<file path="src/rtl/trd_pkg.sv">
// shared types, constants and color scaling tables for the tga rle pixel decoder
package trd_pkg;

  localparam int unsigned ByteW     = 8;
  localparam int unsigned CountW    = 32;
  localparam int unsigned CfgIndexW = 1;
  localparam int unsigned CfgDataW  = 32;
  localparam int unsigned PartialW  = 24;

  typedef logic [ByteW-1:0]   byte_t;
  typedef logic [CountW-1:0]  count_t;
  typedef logic [1:0]         pos_t;

  // configuration register indexes
  typedef enum logic [CfgIndexW-1:0] {
    CFG_PIXEL_BYTES  = 1'b0,
    CFG_TOTAL_PIXELS = 1'b1
  } cfg_index_e;

  // pixel format, encoded as bytes per pixel minus one
  typedef enum logic [1:0] {
    MODE_RGB332   = 2'd0,
    MODE_RGB555A1 = 2'd1,
    MODE_BGR888   = 2'd2,
    MODE_BGRA8888 = 2'd3
  } pix_mode_e;

  localparam pix_mode_e ModeReset        = MODE_BGR888;
  localparam count_t    TotalPixelsReset = 32'd1;
  localparam byte_t     RunLenMax        = 8'd128;
  localparam byte_t     AlphaOpaque      = 8'hFF;

  localparam int unsigned FullScale  = 255;
  localparam int unsigned Pct        = 100;
  localparam int unsigned PctHalf    = 50;
  localparam int unsigned FieldMax8  = 255;

  // scaled values for 2, 3 and 5 bit fields, entry 0 rightmost
  localparam logic [3:0][7:0] Scale2Lut = {8'd255, 8'd171, 8'd87, 8'd0};
  localparam logic [7:0][7:0] Scale3Lut = {
    8'd255, 8'd219, 8'd184, 8'd145, 8'd110, 8'd74, 8'd36, 8'd0
  };
  localparam logic [31:0][7:0] Scale5Lut = {
    8'd255, 8'd247, 8'd240, 8'd230, 8'd222, 8'd214, 8'd207, 8'd196,
    8'd189, 8'd181, 8'd173, 8'd166, 8'd156, 8'd148, 8'd140, 8'd133,
    8'd122, 8'd115, 8'd107, 8'd99,  8'd92,  8'd82,  8'd74,  8'd66,
    8'd59,  8'd48,  8'd41,  8'd33,  8'd26,  8'd15,  8'd8,   8'd0
  };

  // 8 bit field through a rounded percentage, evaluated at elaboration
  function automatic logic [255:0][7:0] build_scale8();
    logic [255:0][7:0] lut;
    int unsigned c;
    int unsigned p;
    int unsigned q;
    int unsigned r;
    for (int v = 0; v < 256; v++) begin
      c = int'(v) * Pct;
      p = c / FieldMax8;
      if ((c % FieldMax8) >= (FieldMax8 / 2)) p = p + 1;
      q = p * FullScale;
      r = q / Pct;
      if ((q % Pct) >= PctHalf) r = r + 1;
      lut[v] = 8'(r);
    end
    return lut;
  endfunction

  localparam logic [255:0][7:0] Scale8Lut = build_scale8();

  // out-of-range byte counts clamp to the nearest format
  function automatic pix_mode_e mode_from_bytes(logic [2:0] bytes);
    pix_mode_e m;
    case (bytes) inside
      3'd0, 3'd1: m = MODE_RGB332;
      3'd2:       m = MODE_RGB555A1;
      3'd3:       m = MODE_BGR888;
      default:    m = MODE_BGRA8888;
    endcase
    return m;
  endfunction

endpackage

</file>
<file path="src/rtl/trd_if.sv">
// valid/ready channel interfaces for the compressed byte stream and the decoded pixels
interface trd_in_if;
  logic            valid;
  logic            ready;
  trd_pkg::byte_t  in_byte;

  modport source (output valid, output in_byte, input ready);
  modport sink   (input valid, input in_byte, output ready);
endinterface

interface trd_out_if;
  logic            valid;
  logic            ready;
  trd_pkg::byte_t  red;
  trd_pkg::byte_t  green;
  trd_pkg::byte_t  blue;
  trd_pkg::byte_t  alpha;
  trd_pkg::byte_t  repeat_res;
  logic            last_of_image;

  modport source (output valid, output red, output green, output blue, output alpha,
                  output repeat_res, output last_of_image, input ready);
  modport sink   (input valid, input red, input green, input blue, input alpha,
                  input repeat_res, input last_of_image, output ready);
endinterface

</file>
<file path="src/rtl/tga_rle_pixel_decoder.sv">
// Run-length TGA pixel decoder: takes one compressed byte per request and, for every byte
// that completes a pixel, delivers one RGBA8 color with its repeat count from a result register.
// The block sustains one byte per clock while the receiver keeps up; the path from input
// byte to result register is a single pass through the color lookup tables and the 32-bit
// pixel-count subtract. A result that waits downstream holds off every input byte until it
// is taken, and a new byte can enter in the same cycle that the waiting result leaves. Header
// bytes and partial pixel bytes give no result. After the result flagged last_of_image the
// rest of the packet is dropped and the next byte is the header of a new image. Any
// configuration write restarts decoding at a packet header with the full pixel count.
module tga_rle_pixel_decoder (
  input  logic                              clk,
  input  logic                              rst,
  trd_in_if.sink                            in_ch,
  trd_out_if.source                         out_ch,
  input  logic                              cfg_write,
  input  logic [trd_pkg::CfgIndexW-1:0]     cfg_index,
  input  logic [trd_pkg::CfgDataW-1:0]      cfg_data
);
  import trd_pkg::*;

  // configuration
  pix_mode_e pixel_mode;
  count_t    total_eff;

  // decoder state
  logic                expect_header;
  logic                packet_is_run;
  byte_t               packet_left;
  pos_t                byte_position;
  logic [PartialW-1:0] pixel_partial;
  count_t              pixels_left;

  // result register
  logic  out_valid;
  byte_t red, green, blue, alpha, repeat_res;
  logic  last_of_image;

  logic                accept;
  logic                pixel_done;
  logic [31:0]         word;
  byte_t               red_next, green_next, blue_next, alpha_next;
  byte_t               rep_raw, rep_clip;
  count_t              pixels_after;
  logic                last_next;
  byte_t               packet_left_after;
  count_t              total_new;

  logic                expect_header_next;
  logic                packet_is_run_next;
  byte_t               packet_left_next;
  pos_t                byte_position_next;
  logic [PartialW-1:0] pixel_partial_next;
  count_t              pixels_left_next;

  assign in_ch.ready = !rst && (!out_valid || out_ch.ready);
  assign accept      = in_ch.valid && in_ch.ready;
  assign pixel_done  = !expect_header && (byte_position == pos_t'(pixel_mode));

  assign word = {8'b0, pixel_partial} | (32'(in_ch.in_byte) << {byte_position, 3'b000});

  always_comb begin
    red_next   = '0;
    green_next = '0;
    blue_next  = '0;
    alpha_next = '0;
    case (pixel_mode)
      MODE_RGB332: begin
        blue_next  = Scale2Lut[word[1:0]];
        green_next = Scale3Lut[word[4:2]];
        red_next   = Scale3Lut[word[7:5]];
      end
      MODE_RGB555A1: begin
        blue_next  = Scale5Lut[word[4:0]];
        green_next = Scale5Lut[word[9:5]];
        red_next   = Scale5Lut[word[14:10]];
        alpha_next = word[15] ? AlphaOpaque : '0;
      end
      MODE_BGR888: begin
        blue_next  = word[7:0];
        green_next = word[15:8];
        red_next   = word[23:16];
      end
      MODE_BGRA8888: begin
        blue_next  = Scale8Lut[word[7:0]];
        green_next = Scale8Lut[word[15:8]];
        red_next   = Scale8Lut[word[23:16]];
        alpha_next = Scale8Lut[word[31:24]];
      end
      default: begin
        red_next = '0;
      end
    endcase
  end

  // repeat count, clipped to what is left of the image
  always_comb begin
    rep_raw = packet_is_run ? packet_left : 8'd1;
    if (rep_raw == '0) rep_raw = 8'd1;
    rep_clip     = (32'(rep_raw) > pixels_left) ? pixels_left[7:0] : rep_raw;
    pixels_after = pixels_left - 32'(rep_clip);
    last_next    = (pixels_after == '0);
    if (packet_is_run) begin
      packet_left_after = '0;
    end else begin
      packet_left_after = (packet_left != '0) ? packet_left - 8'd1 : '0;
    end
  end

  always_comb begin
    expect_header_next = expect_header;
    packet_is_run_next = packet_is_run;
    packet_left_next   = packet_left;
    byte_position_next = byte_position;
    pixel_partial_next = pixel_partial;
    pixels_left_next   = pixels_left;
    if (expect_header) begin
      packet_is_run_next = in_ch.in_byte[7];
      packet_left_next   = {1'b0, in_ch.in_byte[6:0]} + 8'd1;
      expect_header_next = 1'b0;
      byte_position_next = '0;
      pixel_partial_next = '0;
    end else if (!pixel_done) begin
      pixel_partial_next = word[PartialW-1:0];
      byte_position_next = byte_position + pos_t'(1);
    end else begin
      byte_position_next = '0;
      pixel_partial_next = '0;
      packet_left_next   = packet_left_after;
      pixels_left_next   = pixels_after;
      if (last_next) begin
        pixels_left_next   = total_eff;
        packet_left_next   = '0;
        expect_header_next = 1'b1;
      end else if (packet_left_after == '0) begin
        expect_header_next = 1'b1;
      end
    end
  end

  assign total_new = (cfg_data == '0) ? TotalPixelsReset : cfg_data;

  always_ff @(posedge clk) begin
    if (rst) begin
      pixel_mode    <= ModeReset;
      total_eff     <= TotalPixelsReset;
      expect_header <= 1'b1;
      packet_is_run <= 1'b0;
      packet_left   <= '0;
      byte_position <= '0;
      pixel_partial <= '0;
      pixels_left   <= TotalPixelsReset;
    end else if (cfg_write) begin
      expect_header <= 1'b1;
      packet_is_run <= 1'b0;
      packet_left   <= '0;
      byte_position <= '0;
      pixel_partial <= '0;
      if (cfg_index == CFG_TOTAL_PIXELS) begin
        total_eff   <= total_new;
        pixels_left <= total_new;
      end else begin
        pixel_mode  <= mode_from_bytes(cfg_data[2:0]);
        pixels_left <= total_eff;
      end
    end else if (accept) begin
      expect_header <= expect_header_next;
      packet_is_run <= packet_is_run_next;
      packet_left   <= packet_left_next;
      byte_position <= byte_position_next;
      pixel_partial <= pixel_partial_next;
      pixels_left   <= pixels_left_next;
    end
  end

  always_ff @(posedge clk) begin
    if (rst) begin
      out_valid <= 1'b0;
    end else if (in_ch.ready) begin
      out_valid <= accept && pixel_done;
    end
  end

  always_ff @(posedge clk) begin
    if (accept && pixel_done) begin
      red           <= red_next;
      green         <= green_next;
      blue          <= blue_next;
      alpha         <= alpha_next;
      repeat_res    <= rep_clip;
      last_of_image <= last_next;
    end
  end

  assign out_ch.valid         = out_valid;
  assign out_ch.red           = red;
  assign out_ch.green         = green;
  assign out_ch.blue          = blue;
  assign out_ch.alpha         = alpha;
  assign out_ch.repeat_res    = repeat_res;
  assign out_ch.last_of_image = last_of_image;

`ifndef SYNTHESIS
  // a restart always lands on a header with a loaded pixel count
  a_cfg_restart: assert property (@(posedge clk) disable iff (rst)
    cfg_write |=> (expect_header && byte_position == '0 && pixels_left != '0))
    else $error("config write did not restart the decoder");

  a_pixels_left_nonzero: assert property (@(posedge clk) disable iff (rst)
    pixels_left != '0)
    else $error("pixel count reached zero without reload");

  a_packet_bound: assert property (@(posedge clk) disable iff (rst)
    packet_left <= RunLenMax)
    else $error("packet length out of range");

  // end of image drops the packet and reloads the count
  a_end_of_image: assert property (@(posedge clk) disable iff (rst)
    (accept && pixel_done && last_next && !cfg_write) |=>
      (expect_header && packet_left == '0 && pixels_left == total_eff))
    else $error("end of image did not reload");

  a_repeat_range: assert property (@(posedge clk) disable iff (rst)
    out_valid |-> (repeat_res != '0 && repeat_res <= RunLenMax))
    else $error("repeat count out of range");
`endif

endmodule

</file>
<file path="src/flat_wrapper.sv">
// flat-port wrapper written by rule: the top's interface ports become plain ports
module tga_rle_pixel_decoder_flat import trd_pkg::*;
  (clk, rst, cfg_write, cfg_index, cfg_data, in_ch_valid, in_ch_in_byte, in_ch_ready, out_ch_valid, out_ch_red, out_ch_green, out_ch_blue, out_ch_alpha, out_ch_repeat_res, out_ch_last_of_image, out_ch_ready);
  trd_in_if in_ch_i ();
  trd_out_if out_ch_i ();
  input  logic clk;
  input  logic rst;
  input  logic cfg_write;
  input  logic [trd_pkg::CfgIndexW-1:0] cfg_index;
  input  logic [trd_pkg::CfgDataW-1:0] cfg_data;
  input wire logic [$bits(in_ch_i.valid)-1:0] in_ch_valid;
  input wire logic [$bits(in_ch_i.in_byte)-1:0] in_ch_in_byte;
  output wire logic [$bits(in_ch_i.ready)-1:0] in_ch_ready;
  output wire logic [$bits(out_ch_i.valid)-1:0] out_ch_valid;
  output wire logic [$bits(out_ch_i.red)-1:0] out_ch_red;
  output wire logic [$bits(out_ch_i.green)-1:0] out_ch_green;
  output wire logic [$bits(out_ch_i.blue)-1:0] out_ch_blue;
  output wire logic [$bits(out_ch_i.alpha)-1:0] out_ch_alpha;
  output wire logic [$bits(out_ch_i.repeat_res)-1:0] out_ch_repeat_res;
  output wire logic [$bits(out_ch_i.last_of_image)-1:0] out_ch_last_of_image;
  input wire logic [$bits(out_ch_i.ready)-1:0] out_ch_ready;
  assign in_ch_i.valid = in_ch_valid;
  assign in_ch_i.in_byte = in_ch_in_byte;
  assign in_ch_ready = in_ch_i.ready;
  assign out_ch_valid = out_ch_i.valid;
  assign out_ch_red = out_ch_i.red;
  assign out_ch_green = out_ch_i.green;
  assign out_ch_blue = out_ch_i.blue;
  assign out_ch_alpha = out_ch_i.alpha;
  assign out_ch_repeat_res = out_ch_i.repeat_res;
  assign out_ch_last_of_image = out_ch_i.last_of_image;
  assign out_ch_i.ready = out_ch_ready;
  tga_rle_pixel_decoder u_core (.clk(clk), .rst(rst), .in_ch(in_ch_i), .out_ch(out_ch_i), .cfg_write(cfg_write), .cfg_index(cfg_index), .cfg_data(cfg_data));
endmodule
</file>
<file path="config.mk">
export PLATFORM = sky130hd
export DESIGN_NAME = tga_rle_pixel_decoder_flat
export DESIGN_NICKNAME = d
export VERILOG_FILES = /design/src/rtl/trd_pkg.sv /design/src/rtl/trd_if.sv /design/src/rtl/tga_rle_pixel_decoder.sv /design/src/flat_wrapper.sv
export SDC_FILE = /design/constraint.sdc
export NUM_CORES = 1
export LEC_CHECK = 0
export BUFFER_PORTS_ARGS = -buffer_cell sky130_fd_sc_hd__buf_2
export CORE_MARGIN = 8
export CORE_UTILIZATION = 60
export DETAILED_ROUTE_END_ITERATION = 10
export PLACE_DENSITY = 0.77
export SLEW_MARGIN = 20
export SYNTH_ARGS = -nofsm -noshare
export SYNTH_HDL_FRONTEND = slang
export SYNTH_SLANG_ARGS = --single-unit
</file>
<file path="constraint.sdc">
create_clock -name clk -period 11.7 [get_ports clk]
set_clock_uncertainty 0.1 [all_clocks]
set_input_delay 2.34 -clock clk [delete_from_list [all_inputs] [get_ports clk]]
set_output_delay 2.34 -clock clk [all_outputs]
set_load 0.1 [all_outputs]
</file>
Yosys cells after proc, flatten, opt, wreduce, memory -nomap -nowiden. Memory sizes are Yosys's and may differ from the RTL's. Index checks and enable logic that the tools add are counted.

Memory bits (read-only): 9088. Bits of input ports: 46. Memories kept: 9. Word-level logic and storage cells: 116. Output and inout bits: 43. Register bits after elaboration: 144.

$add $sub $neg: 4. Equal/unequal tests: 8. Bitwise gates (word level): 2. $lt $le $gt $ge: 11. Shift operators: 1. Reductions and logical operators: 24. Muxes and demuxes: 42.

Memory list: (name not given) (words 256, bits a word 8, read ports 1, clocked after Yosys merged registers in 0, wr ports 0, line tga_rle_pixel_decoder.sv:84) `blue_next = Scale8Lut[word[7:0]];`; (name not given) (words 256, bits a word 8, read ports 1, clocked after Yosys merged registers in 0, wr ports 0, line tga_rle_pixel_decoder.sv:85) `green_next = Scale8Lut[word[15:8]];`; (name not given) (words 256, bits a word 8, read ports 1, clocked after Yosys merged registers in 0, wr ports 0, line tga_rle_pixel_decoder.sv:86) `red_next = Scale8Lut[word[23:16]];`; (name not given) (words 256, bits a word 8, read ports 1, clocked after Yosys merged registers in 0, wr ports 0, line tga_rle_pixel_decoder.sv:87) `alpha_next = Scale8Lut[word[31:24]];`; (name not given) (words 32, bits a word 8, read ports 1, clocked after Yosys merged registers in 0, wr ports 0, line tga_rle_pixel_decoder.sv:73) `blue_next = Scale5Lut[word[4:0]];`; (name not given) (words 32, bits a word 8, read ports 1, clocked after Yosys merged registers in 0, wr ports 0, line tga_rle_pixel_decoder.sv:74) `green_next = Scale5Lut[word[9:5]];`; +3 memories.

Operator list (count): 2-to-1 mux 32 bit (7); 2-to-1 mux 8 bit (19); case mux 8 bit (4 select lines) (3); logical NOT 32 bit (2); 2-to-1 mux 24 bit (2); less-than comparator 8 x 9 -> 1 bit, second input constant (4); greater-than comparator 8 x 32 -> 1 bit (1); OR 24 x 32 -> 32 bit (1); left shift 8 x 5 -> 32 bit (1); subtractor 32 x 8 -> 32 bit (1); less-than comparator 5 x 6 -> 1 bit, second input constant (3); binary-select mux 8 bit (select 2 bit) (1); logical NOT 8 bit (2); case mux 8 bit (2 select lines) (1); adder 7 x 1 -> 8 bit, second input constant (1); less-than comparator 3 x 4 -> 1 bit, second input constant (2); 2-to-1 mux 2 bit (4); nonzero test 8 bit (1); subtractor 8 x 1 -> 8 bit, second input constant (1); equality test 3 x 2 -> 1 bit, second input constant (2); AND reduction 2 bit (3); nonzero test 2 bit (3); 2-to-1 mux 1 bit (5); equality test 2 bit, second input constant (2); 14 further kinds (20).

Longest topological paths before layout.
Word-level depth: 12. Depth in mapped cells: 29. Mapped depth without buffers: 24.

Worst setup path before layout. OpenSTA, ideal clock, no wires.

Path kind: input-to-reg. Start: in out_ch_ready. End: reg u_core.pixels_left[13]. Library setup time: 0.114 ns. Required time: 11.486 ns. Stages: 9. Buffers on the path: 2. Slack: 5.129 ns. Arrival time: 6.357 ns. Path through: nand2b_1 > nor2b_1 > and2_1 > nand2_1 > clkbuf_1 > inv_1 > clkbuf_1 > a31oi_1 > a21o_1.

Word-level cells in the longest chain between the ends: 5.

RTL lines: start, declared (line flat_wrapper.sv:21) `input wire logic [$bits(out_ch_i.ready)-1:0] out_ch_ready;`; logical OR 1 bit (line tga_rle_pixel_decoder.sv:55) `assign in_ch.ready = !rst && (!out_valid || out_ch.ready);`; logical AND 1 bit (line tga_rle_pixel_decoder.sv:55); named net in_ch_ready (line flat_wrapper.sv:13) `output wire logic [$bits(in_ch_i.ready)-1:0] in_ch_ready;`; logical AND 1 bit (line tga_rle_pixel_decoder.sv:56) `assign accept = in_ch.valid && in_ch.ready;`; nonzero test 2 bit (no source line); AND reduction 3 bit (no source line); end signal, assigned (line tga_rle_pixel_decoder.sv:151) `pixels_left <= TotalPixelsReset;`; end signal, assigned (line tga_rle_pixel_decoder.sv:160) `pixels_left <= total_new;`; end signal, assigned (line tga_rle_pixel_decoder.sv:163) `pixels_left <= total_eff;`; end, declared (line tga_rle_pixel_decoder.sv:31) `count_t pixels_left;`.

The timed path passes the listed nets, and every way through them passes these cells. A chain may end at the register's enable or synchronous reset.

Final worst setup path.
Start: reg u_core.packet_left[3]. End: reg u_core.packet_left[6].

Word-level cells in the longest chain between the ends: 10. Elaborated cells between the ends (all ways): 14. Those cells by class: 2 x add/sub; 1 x order compare; 8 x mux; 3 x reduce/logical.

RTL lines: start, declared (line tga_rle_pixel_decoder.sv:28) `byte_t packet_left;`; start signal, assigned (line tga_rle_pixel_decoder.sv:168) `packet_left <= packet_left_next;`; 2-to-1 mux 8 bit (*) (line tga_rle_pixel_decoder.sv:97) `rep_raw = packet_is_run ? packet_left : 8'd1;`; logical NOT 8 bit (line tga_rle_pixel_decoder.sv:98) `if (rep_raw == '0) rep_raw = 8'd1;`; 2-to-1 mux 8 bit (*) (line tga_rle_pixel_decoder.sv:98); greater-than comparator 8 x 32 -> 1 bit (line tga_rle_pixel_decoder.sv:99) `rep_clip = (32'(rep_raw) > pixels_left) ? pixels_left[7:0] : rep_raw;`; 2-to-1 mux 8 bit (*) (line tga_rle_pixel_decoder.sv:99); named net u_core.rep_clip[0] (line tga_rle_pixel_decoder.sv:42) `byte_t rep_raw, rep_clip;`; subtractor 32 x 8 -> 32 bit (*) (line tga_rle_pixel_decoder.sv:100) `pixels_after = pixels_left - 32'(rep_clip);`; logical NOT 32 bit (*) (line tga_rle_pixel_decoder.sv:101) `last_next = (pixels_after == '0);`; 2-to-1 mux 8 bit (*) (line tga_rle_pixel_decoder.sv:130) `if (last_next) begin`; 2-to-1 mux 8 bit (*) (line tga_rle_pixel_decoder.sv:122) `end else if (!pixel_done) begin`; 2-to-1 mux 8 bit (*) (line tga_rle_pixel_decoder.sv:116) `if (expect_header) begin`.

Mark *: on every way through the listed nets, which the timed path passes. The rest lies on a longest branch. The select of a mux whose other input is x is not followed.

==> qor.csv <==
metric,value,unit
outcome,"finished, final reports clean",
fill count,2134,
Hold Crit Start,u_core.pixel_partial[1],
GRT Total Usage,32.24,%
biggest regs,"u_core.pixels_left (32), u_core.total_eff (32), u_core.pixel_partial (24)",
via count,16010,
WL per Instance,20.97,µm
share of layout cells above drive strength 1,10.17,%
Synth-to-Final Area Change,6.115,%
CTS max path bufs,2,
setup TNS,0,ps
drt first pass iters,6,
worst skew pair latency,440,ps
CP max stage delay,570,ps
R2R depth,25,
clk sink count,144,
crit path launch,u_core.packet_left[3],
"commonest non-fill, non-tap cell in the layout",a21oi_1,
Async SR Flop Fraction,0,%
Worst-path clk slew,70,ps
Hold Path Stages,2,
"commonest non-fill, non-tap cells in the layout","a21oi_1 (241), nand2_1 (235), nor2_1 (221)",
FP Rows,56,
Final ANT Viol Nets,0,
Slew HR,28.28,%
"Min Clock Period, post-route",6612,ps
Setup WS post-layout,5088,ps
largest net degree at the start of global routing,70,
Post-synth top flop,dfxtp_1,
Max VDD drop,0.0001042,V
io pins,89,
synth warn,0,
Final Routed Wirelength,47320,µm
first-pass GRT wire length,76710,µm
"Hold-fix buffers, CTS",0,
min-delay worst type,flop to flop,
"Cell Area, Placed",14230,µm²
CP Data Required Time,11930,ps
gp weighted congestion,0.9802,
CTS tree,done,
dpl hpwl,31570,µm
Pleak,5.555,nW
Slew @ Worst Pin,1064,ps
Crit Path Max Fanout,21,
final total power,0.001388,W
leading area contributor after synthesis,dfxtp_1,
Max Cap Viol,0,
vias per cell,7.098,
number of enable flip-flop cells after synthesis,41,
Synth area leaders,"dfxtp_1 (15%), edfxtp_1 (8.8%), a21oi_1 (8.7%)",
cts repair resizes,0,
startpoint type of the worst setup path,flop,
die extent in y,168.5,µm
Inserted Clock Buffers,17,
cells after synthesis,2013,
RR Startpoint,u_core.packet_left[3],
sequential share of the synthesized area,23.60,%
part of the cycle the worst path needs,56.51,%
CP max-delay cell,nor4b_4,
Hold Fails Final Rpt,0,
# setup viols final,0,
initial antenna violation count,0,
"most used cell, CP",o21a_1,
syn nets,2103,
clk root buf,clkbuf_16,
die footprint,28390,µm²
vias in the first global route,14750,
Core ar.,23120,µm²
Worst EP arrival,6840,ps
synth unique cells,96,
initial DRC count,2258,
final slew viol count,0,
Placement Setup Slack,5232,ps
fraction of post-synthesis cell area in the top cell type by area,14.78,%
CTS H-tree depth,4,
Initial Util,60.35,%
Power per Cell Area,93.71,nW/µm²
RSZ-0062 raised after global routing,no,
fin util,64.04,%
"Setup Fix Bufs, Post-CTS",0,
Ant. Diodes,0,
DR DRC count,0,
total gr overflow,0,
Syn Area/Cell,6.932,µm²
Worst setup EP type,flop,
Port Buffers,88,
Mapped Area,13950,µm²
Crit Path Category,flop to flop,
Fmax,151.2,MHz
"FF+latch count, synth",144,
die width,168.5,µm
Layout Nets,2043,
Final Cell Area,14810,µm²
## report_power, final
part,total (W),internal [W],switching (W)
Combinational,0.000298,0.000104,0.000193
Clock,0.000545,0.000289,0.000256
Sequential,0.000545,0.000527,0.0000187
## cell usage after synthesis (9+ instances only)
master,n
buf_1,23
and2_1,14
a21oi_1,243
nor4_1,24
a211oi_1,38
a31oi_1,60
a221oi_1,19
ha_1,43
o311ai_0,14
o221ai_1,19
xor2_1,19
nor3_1,65
mux2i_1,36
o21ai_0,166
buf_2,15
o31ai_1,11
inv_1,27
nand3_1,53
nor2_1,224
o22ai_1,21
o21a_1,14
o211ai_1,30
clkbuf_1,158
nand2_1,235
a21o_1,20
nand4_1,17
edfxtp_1,41
mux2_2,13
nor2b_1,10
o21ai_1,11
a2111oi_0,9
and3_1,15
xnor2_1,17
dfxtp_1,103
nand2b_1,17
## critical path, delay by kind of cell (launching register included)
kind / cells / cell delay [ps]
AO/OA/AOI/OAI: 12 / 2240
adder cells (fa/ha/maj): 3 / 660
buffers and inverters: 2 / 660
flip-flops: 1 / 400
multiplexers: 2 / 670
AND/OR/NAND/NOR: 6 / 1770
## metrics by stage
stage / hold WS (ps) / instances
6_report: 370.0 / 2256
5_1_grt: 390.5 / 2256
4_1_cts: 371.6 / 2256
3_5_place_dp: 356.1 / 2224
3_3_place_gp: 350.2 / 2224
2_1_floorplan: 337.5 / 2013
## worst paths after layout
| path | endpoint | slack [ps] |
|---|---|---|
| worst max-delay path | u_core.packet_left[6] | 5090 |
| worst min-delay path | u_core.pixel_partial[1] | 370 |
| worst min register to register | u_core.pixel_partial[1] | 370 |
| worst max register to register | u_core.packet_left[6] | 5090 |
## logic make-up (layout without fill, tap and decap cells)
| group | after synthesis | count (layout) | synth area share [%] |
|---|---|---|---|
| xor gates and xnor gates | 36 | 36 | 2.260 |
| buffers and inverters | 232 | 185 | 6.555 |
| and+or+nand+nor | 737 | 737 | 24.52 |
| AOI/OAI and AO/OA | 769 | 769 | 35.11 |
| adders and majority gates | 44 | 44 | 3.999 |
| DFF | 144 | 144 | 23.60 |
| muxes | 51 | 51 | 3.954 |
## metal layers
layer,vias to the layer above,global-route usage [%],share of wire (%)
met2,1108,49.63,44
met5,-,0,0
met1,7355,44.33,42
li1,7404,-,-
met4,0,14.21,3.2
met3,146,4.566,11
## cell type report
class                      count  area, µm²  share of cell area, %
clock inverter                14      133.9                 0.9042
clock buffer                  18      439.2                  2.966
sequential                   144       3294                  22.25
inverter                      30      112.6                 0.7605
timing repair buffer         123      703.2                  4.749
multi-input combinational   1637       9761                  65.92
tap                          290      362.8                  2.451
Power figures use the tool's default switching activity.
